`src/sv/pls_pkg.sv`:
```
// ----------------------------------------------------------------------------
// Positional list store package
// Word layouts, field widths and opcodes shared by the list store modules.
// ----------------------------------------------------------------------------
package pls_pkg;

    localparam int OPCODE_W = 2;
    localparam int POS_W    = 5;
    localparam int HANDLE_W = 16;
    localparam int COUNT_W  = 5;

    localparam logic [OPCODE_W-1:0] OP_APPEND = 2'd0;
    localparam logic [OPCODE_W-1:0] OP_INSERT = 2'd1;
    localparam logic [OPCODE_W-1:0] OP_READ   = 2'd2;
    localparam logic [OPCODE_W-1:0] OP_REMOVE = 2'd3;

    typedef struct packed {
        logic [OPCODE_W-1:0] opcode;
        logic [POS_W-1:0]    position;
        logic [HANDLE_W-1:0] item_handle;
    } t_in_word;

    typedef struct packed {
        logic [HANDLE_W-1:0] read_handle;
        logic                error;
        logic [COUNT_W-1:0]  count;
    } t_out_word;

    // Decoded action for one request, already qualified by the range checks.
    typedef struct packed {
        logic do_insert;
        logic do_remove;
        logic do_read;
        logic error;
    } t_list_ctrl;

endpackage

```
`src/sv/pls_decode.sv`:
```
// ----------------------------------------------------------------------------
// Positional list store request decoder
// Checks a request against the current count and selects the target cell.
// ----------------------------------------------------------------------------
module pls_decode #(
    parameter int CAPACITY = 16,
    parameter int CW       = $clog2(CAPACITY + 1),
    parameter int IW       = (CAPACITY > 1) ? $clog2(CAPACITY) : 1
) (
    input  logic [pls_pkg::OPCODE_W-1:0] i_opcode,
    input  logic [pls_pkg::POS_W-1:0]    i_position,
    input  logic [CW-1:0]                i_count,
    output pls_pkg::t_list_ctrl          o_ctrl,
    output logic [IW-1:0]                o_target
);
    import pls_pkg::*;

    // Compare width covers both the position field and the count.
    localparam int PW = (CW > POS_W) ? CW : POS_W;

    logic [PW-1:0] w_pos;
    logic [PW-1:0] w_cnt;
    logic          w_full;
    logic          w_ok;

    assign w_pos  = PW'(i_position);
    assign w_cnt  = PW'(i_count);
    assign w_full = (i_count == CW'(CAPACITY));

    always_comb begin
        o_ctrl   = '0;
        o_target = w_pos[IW-1:0];
        w_ok     = 1'b0;
        case (i_opcode)
            OP_APPEND: begin
                w_ok             = !w_full;
                o_target         = w_cnt[IW-1:0];
                o_ctrl.do_insert = w_ok;
            end
            OP_INSERT: begin
                w_ok             = !w_full && (w_pos <= w_cnt);
                o_ctrl.do_insert = w_ok;
            end
            OP_READ: begin
                w_ok           = (w_pos < w_cnt);
                o_ctrl.do_read = w_ok;
            end
            OP_REMOVE: begin
                w_ok             = (w_pos < w_cnt);
                o_ctrl.do_remove = w_ok;
            end
            default: begin
                w_ok = 1'b0;
            end
        endcase
        o_ctrl.error = !w_ok;
    end

endmodule

```
`src/sv/pls_cells.sv`:
```
// ----------------------------------------------------------------------------
// Positional list store cell row
// One register per position; each cell loads, shifts or holds in parallel.
// ----------------------------------------------------------------------------
module pls_cells #(
    parameter int CAPACITY = 16,
    parameter int HW       = 16,
    parameter int CW       = $clog2(CAPACITY + 1),
    parameter int IW       = (CAPACITY > 1) ? $clog2(CAPACITY) : 1
) (
    input  logic                i_clk,
    input  logic                i_rst_n,
    input  logic                i_update,
    input  pls_pkg::t_list_ctrl i_ctrl,
    input  logic [IW-1:0]       i_target,
    input  logic [HW-1:0]       i_handle,
    output logic [CW-1:0]       o_count,
    output logic [HW-1:0]       o_read_data
);
    import pls_pkg::*;

    logic [HW-1:0] r_entries [CAPACITY];
    logic [CW-1:0] r_count;
    logic [CW-1:0] n_count;
    logic [CW-1:0] w_tgt;
    logic          w_ins;
    logic          w_rem;

    assign w_ins = i_update && i_ctrl.do_insert;
    assign w_rem = i_update && i_ctrl.do_remove;
    assign w_tgt = CW'(i_target);

    always_comb begin
        n_count = r_count;
        if (w_ins) begin
            n_count = r_count + 1'b1;
        end else if (w_rem) begin
            n_count = r_count - 1'b1;
        end
    end

    always_ff @(posedge i_clk) begin
        if (!i_rst_n) begin
            r_count <= '0;
        end else begin
            r_count <= n_count;
        end
    end

    for (genvar g = 0; g < CAPACITY; g++) begin : g_cell
        localparam logic [CW-1:0] K      = CW'(g);
        localparam logic [CW:0]   K_NEXT = (CW + 1)'(g + 1);
        logic [HW-1:0] w_prev;
        logic [HW-1:0] w_next;

        if (g == 0) begin : g_first
            assign w_prev = i_handle;
        end else begin : g_mid_lo
            assign w_prev = r_entries[g-1];
        end
        if (g == CAPACITY - 1) begin : g_last
            assign w_next = r_entries[g];
        end else begin : g_mid_hi
            assign w_next = r_entries[g+1];
        end

        always_ff @(posedge i_clk) begin
            if (w_ins) begin
                if (K == w_tgt) begin
                    r_entries[g] <= i_handle;
                end else if (K > w_tgt && K <= r_count) begin
                    r_entries[g] <= w_prev;
                end
            end else if (w_rem && K >= w_tgt && K_NEXT < {1'b0, r_count}) begin
                r_entries[g] <= w_next;
            end
        end
    end

    assign o_count     = r_count;
    assign o_read_data = r_entries[i_target];

endmodule

```
`src/sv/positional_list_store_top.sv`:
```
// ----------------------------------------------------------------------------
// Positional list store
// Ordered list of handles with append, insert, read and remove by position.
// ----------------------------------------------------------------------------
// Path: an accepted word is held in the input register, and its result word
// is then registered in the result register, from which it is offered.
// Throughput: one word per cycle while the output is not stalled; every cell updates in parallel.
// Reset: i_rst_n is synchronous and active low; it empties the list and
// drops both pipeline valids. Cell contents are not cleared.
// ----------------------------------------------------------------------------
module positional_list_store_top #(
    parameter int CAPACITY    = 16,
    parameter int HANDLE_BITS = 16
) (
    input  logic              i_clk,
    input  logic              i_rst_n,
    input  logic              i_in_valid,
    output logic              o_in_stall,
    input  pls_pkg::t_in_word i_in_word,
    output logic              o_out_valid,
    input  logic              i_out_stall,
    output pls_pkg::t_out_word o_out_word
);
    import pls_pkg::*;

    // Internal widths: the count must hold CAPACITY itself, a cell index
    // only CAPACITY-1. Stored handles keep at most the field width.
    localparam int CW = $clog2(CAPACITY + 1);
    localparam int IW = (CAPACITY > 1) ? $clog2(CAPACITY) : 1;
    localparam int HW = (HANDLE_BITS < HANDLE_W) ? HANDLE_BITS : HANDLE_W;
    localparam int PW = (CW > COUNT_W) ? CW : COUNT_W;

    // Input register holds the accepted word until the list stage takes it.
    logic      r_in_valid;
    t_in_word  r_in_word;
    // Result register parts the list stage from the downstream stall.
    logic      r_out_valid;
    t_out_word r_out_word;
    t_out_word n_out_word;

    logic          w_out_free;
    logic          w_fire;
    t_list_ctrl    w_ctrl;
    logic [IW-1:0] w_target;
    logic [CW-1:0] w_count;
    logic [CW-1:0] w_count_next;
    logic [PW-1:0] w_count_ext;
    logic [HW-1:0] w_read_data;

    // The result register can take a new word when it is empty or when its
    // word leaves in this cycle. The input register advances whenever its
    // word is processed, so the input only stalls behind a stalled result.
    assign w_out_free = !r_out_valid || !i_out_stall;
    assign w_fire     = r_in_valid && w_out_free;
    assign o_in_stall = r_in_valid && !w_out_free;

    always_ff @(posedge i_clk) begin
        if (!i_rst_n) begin
            r_in_valid <= 1'b0;
        end else if (!o_in_stall) begin
            r_in_valid <= i_in_valid;
        end
    end

    always_ff @(posedge i_clk) begin
        if (i_in_valid && !o_in_stall) begin
            r_in_word <= i_in_word;
        end
    end

    // Range and capacity checks against the count before this request.
    pls_decode #(
        .CAPACITY (CAPACITY),
        .CW       (CW),
        .IW       (IW)
    ) u_decode (
        .i_opcode   (r_in_word.opcode),
        .i_position (r_in_word.position),
        .i_count    (w_count),
        .o_ctrl     (w_ctrl),
        .o_target   (w_target)
    );

    // Cell row: shifts up on insert, down on remove, and is only touched
    // when the request passed its checks and the word is processed.
    pls_cells #(
        .CAPACITY (CAPACITY),
        .HW       (HW),
        .CW       (CW),
        .IW       (IW)
    ) u_cells (
        .i_clk       (i_clk),
        .i_rst_n     (i_rst_n),
        .i_update    (w_fire),
        .i_ctrl      (w_ctrl),
        .i_target    (w_target),
        .i_handle    (r_in_word.item_handle[HW-1:0]),
        .o_count     (w_count),
        .o_read_data (w_read_data)
    );

    // The reported count is the count after this request.
    always_comb begin
        w_count_next = w_count;
        if (w_ctrl.do_insert) begin
            w_count_next = w_count + 1'b1;
        end else if (w_ctrl.do_remove) begin
            w_count_next = w_count - 1'b1;
        end
    end

    assign w_count_ext = PW'(w_count_next);

    always_comb begin
        n_out_word.read_handle = '0;
        if (w_ctrl.do_read) begin
            n_out_word.read_handle = HANDLE_W'(w_read_data);
        end
        n_out_word.error = w_ctrl.error;
        n_out_word.count = w_count_ext[COUNT_W-1:0];
    end

    always_ff @(posedge i_clk) begin
        if (!i_rst_n) begin
            r_out_valid <= 1'b0;
        end else if (w_out_free) begin
            r_out_valid <= r_in_valid;
        end
    end

    always_ff @(posedge i_clk) begin
        if (w_fire) begin
            r_out_word <= n_out_word;
        end
    end

    assign o_out_valid = r_out_valid;
    assign o_out_word  = r_out_word;

endmodule
```
`config.mk`:
```
export PLATFORM = sky130hd
export DESIGN_NAME = positional_list_store_top
export DESIGN_NICKNAME = d
export VERILOG_FILES = /design/src/sv/pls_pkg.sv /design/src/sv/pls_decode.sv /design/src/sv/pls_cells.sv /design/src/sv/positional_list_store_top.sv
export SDC_FILE = /design/constraint.sdc
export NUM_CORES = 1
export LEC_CHECK = 0
export BUFFER_PORTS_ARGS = -buffer_cell sky130_fd_sc_hd__buf_2
export CAP_MARGIN = 20
export CORE_MARGIN = 1
export CORE_UTILIZATION = 25
export DETAILED_ROUTE_END_ITERATION = 16
export GPL_TIMING_DRIVEN = 0
export PLACE_DENSITY_LB_ADDON = 0.1
export SLEW_MARGIN = 20
export SYNTH_ARGS = -nofsm -noshare
export SYNTH_HDL_FRONTEND = slang
export SYNTH_HIERARCHICAL = 1
export SYNTH_SLANG_ARGS = --single-unit
```
`constraint.sdc`:
```
create_clock -name i_clk -period 16.9 [get_ports i_clk]
set_clock_uncertainty 0.2 [all_clocks]
set_input_delay 2.535 -clock i_clk [delete_from_list [all_inputs] [get_ports i_clk]]
set_output_delay 2.535 -clock i_clk [all_outputs]
set_load 0.01 [all_outputs]
```
==> key figures <==
Run status
  • Status: finished clean

Critical path
  • Critical path type: input port to output port
  • WP data arrival: 3.07 ns
  • Critical path's top delay family: buffers and inverters
  • Worst-path maximum fanout: 3
  • CP endpoint kind: output port
  • CP max stage delay: 0.25 ns
  • Slowest stage cell, crit path: and3_1
  • R2r setup slk: 11.95 ns
  • Buf/Inv on CP: 2
  • Stages on the worst setup path: 3
  • Critical Path Source Type: input port
  • Worst EP required: 14.16 ns
  • CP dominant cell by count: buf_2
  • Crit path cell chain: buf_2 > and3_1 > buf_2
  • R2R depth: 12

Power
  • LEAKAGE: 6.759 nW
  • IR drop worst, VDD: 0.00005752 V
  • Pwr dens: 89.45 mW/mm^2

Synth
  • Synth area leader: edfxtp_1
  • Sequential-to-total area share from yosys stat: 51.52%
  • Synth area leaders: edfxtp_1 (51%), mux4_2 (10%), mux2i_1 (9.9%)
  • Post-Syn Nets: 1497
  • Avg Inst Size Synth: 12.22 sq um
  • Cell Area, Synth: 0.01782 sq mm
  • Post-Synthesis Cells: 1458
  • Post-synth EDFFs: 301
  • Synth warn: 6
  • Async SR Flop Fraction: 0%
  • Synth unique cells: 71
  • FF+latch count, synth: 308
  • Post-synth top flop: edfxtp_1
  • Share of the synthesized area in the top cell type: 50.73%

Placed design
  • Routability cong.: 0.8286
  • HPWL Detailed: 48.15 mm
  • PortBufs: 50
  • Dpl cells: 2457

Die
  • Initial Utilization: 25.35%
  • Die Area: 0.07234 sq mm
  • Core Rows: 97
  • Die width: 269.0 um
  • Core area: 0.07027 sq mm
  • Die Y: 269.0 um
  • IO Pins: 51

Worst hold path
  • Worst Hold Depth: 2
  • Hold Crit Class: register to register

Timing
  • Relative slew slack: 25.50%
  • Unrepaired setup endpoints after global routing: no
  • Final hold violations: 0
  • Max Slew Vio Count: 0
  • Final min period: 5.802 ns
  • Final setup vio count: 0
  • Hold WS: 0.3375 ns
  • Final total negative setup slack: 0 ns
  • Max frequency: 172.4 MHz
  • Slew @ Worst Pin: 1.117 ns
  • Share of the clock period used by the worst path: 34.33%

Routing
  • Final wirelength: 60.26 mm
  • Remaining antenna violation count: 0
  • Via count: 12280
  • DRC viols: 0
  • Drt pass-1 iters: 5
  • Via/cell ratio: 4.858
  • Wire length per cell: 23.84 um
  • Iter 0 DRT Violations: 1032

Global route
  • First-pass GRT wire length: 87.50 mm
  • GRT overflow: 0
  • Antenna violations before repair: 3
  • Gr usage total: 16.81%
  • Vias in the first global route: 12480
  • Largest net degree at the start of global routing: 18

Flow run
  • Max Cap Viol: 0

Clocking
  • CTS sink cnt: 308
  • CTS tree: yes
  • # resized after CTS: 0
  • Post-CTS Setup Repair Bufs: 0
  • Clk slew on worst S/H paths: 0.06 ns
  • Num CTS Buffers: 41
  • Hold Buf Count CTS: 0
  • Clock Path Buffers: 3
  • Worst-skew pair later-pin latency: 0.57 ns
  • CTS root buf: clkbuf_16
  • Clock H-tree levels: 2

Final layout
  • N_diodes: 0
  • Final std cells w/o fill: 2528
  • Fillers: 7253
  • Area of the multi-input gates: 0.007930 sq mm
  • Share of layout cells above drive strength 1: 20.97%
  • Fin util: 29.39%
  • Nets: 1599
  • Area grow syn2layout: 15.91%
  • Register area: 0.009179 sq mm
## flip-flops by register name (all words and copies together), names as in the netlist
| register | cells |
|---|---|
| o_out_valid | 1 |
| r_in_valid | 1 |
| o_out_word | 22 |
| r_in_word | 23 |
| u_cells/r_entries | 256 |
| u_cells/o_count | 5 |
## tightest hold or removal path, stage by stage (launching register included)
cell and delay (ns):
dfxtp_1 0.32, a21oi_1 0.11, nor2b_1 0.05
## cells in the final DEF, fill, tap and decap left out, types with 4 or more instances in the layout
master     instances
edfxtp_1         301
buf_4             20
nor3b_1           17
a221o_1           16
buf_6             15
or3_1              5
mux4_2            80
clkinv_2           8
xnor2_1            7
clkbuf_16         42
nor2_1           136
a21oi_1          108
mux2i_1          176
or4_1              4
nand2_1          126
clkbuf_1          66
and3b_1            4
nor2b_1            4
clkinv_1           8
nor3_1             7
and3_1             7
nand3_1           20
ha_1              12
o21a_1             7
buf_2             99
o21ai_2            4
o21ai_0           99
and2_1            22
a31oi_1           33
dfxtp_1            7
mux2_2            34
o211a_1            4
inv_1             13
a211oi_1           5
o21ai_1            8
## synth_stat cells, types with 5 or more instances
library cell	count
a211oi_1	5
a21oi_1	108
a221o_1	16
a31oi_1	33
and2_1	22
and3_1	7
buf_2	48
buf_4	18
buf_6	11
clkbuf_1	57
dfxtp_1	7
edfxtp_1	301
ha_1	12
inv_1	13
mux2_2	34
mux2i_1	176
mux4_2	80
nand2_1	126
nand3_1	20
nor2_1	136
nor2b_1	5
nor3_1	7
nor3b_1	17
o21a_1	7
o21ai_0	101
o21ai_1	8
or3_1	5
xnor2_1	7
## layout make-up
class / count / share of cell area [%]
timing repair buffer: 59 / 1.757
clock buffer: 51 / 5.253
tap: 940 / 5.695
clock inverter: 20 / 0.7452
sequential: 308 / 44.44
buffer: 134 / 3.453
inverter: 14 / 0.2545
multi-input combinational: 1002 / 38.40
## logic make-up (layout without fill, tap and decap cells)
family | after synthesis | in the layout | share of synthesized area (%)
adder cells (fa/ha/maj) | 12 | 12 | 0.8427
flip-flops | 308 | 308 | 51.52
AO/OA/AOI/OAI | 318 | 318 | 10.97
buffers and inverters | 148 | 278 | 4.298
XOR/XNOR | 8 | 8 | 0.3933
multiplexers | 291 | 291 | 22.21
AND/OR/NAND/NOR | 373 | 373 | 9.768
## report_power, final
group          total (mW)  internal (mW)  switching (mW)
clock network       0.824          0.483           0.341
registers           0.863          0.850          0.0132
logic               0.160         0.0688          0.0912
## path summary, 6_finish.rpt
path	end	startpoint
worst min-delay path	o_out_valid$_SDFFE_PN0P_	r_in_valid$_SDFFE_PN0N_
worst max-delay path	o_in_stall	i_out_stall
worst max register to register	u_cells/r_entries[8][4]$_DFFE_PP_	u_cells/o_count[3]$_SDFFE_PN0P_
worst min register to register	o_out_valid$_SDFFE_PN0P_	r_in_valid$_SDFFE_PN0N_
## stage by stage
| stage | instance area (sq um) | power (mW) | worst slack (ns) |
|---|---|---|---|
| floorplan | 17820 | 0.9763 | 9.315 |
| global route | 20650 | 1.917 | 11.05 |
| CTS | 20650 | 1.878 | 11.10 |
| detailed placement | 19410 | 1.039 | 10.71 |
| global placement | 19240 | 1.035 | 5.679 |
| finish | 20650 | 1.847 | 11.10 |
## per-layer routing
| metal | vias to the layer above | track usage (%) | wire (um) |
|---|---|---|---|
| met3 | 58 | 2.959 | 3177 |
| met5 | - | 0 | 13 |
| met4 | 2 | 3.486 | 934 |
| met2 | 327 | 26.61 | 27430 |
| li1 | 5796 | - | - |
| met1 | 6099 | 23.89 | 28700 |
No activity file was read; power rests on OpenSTA's default activity.
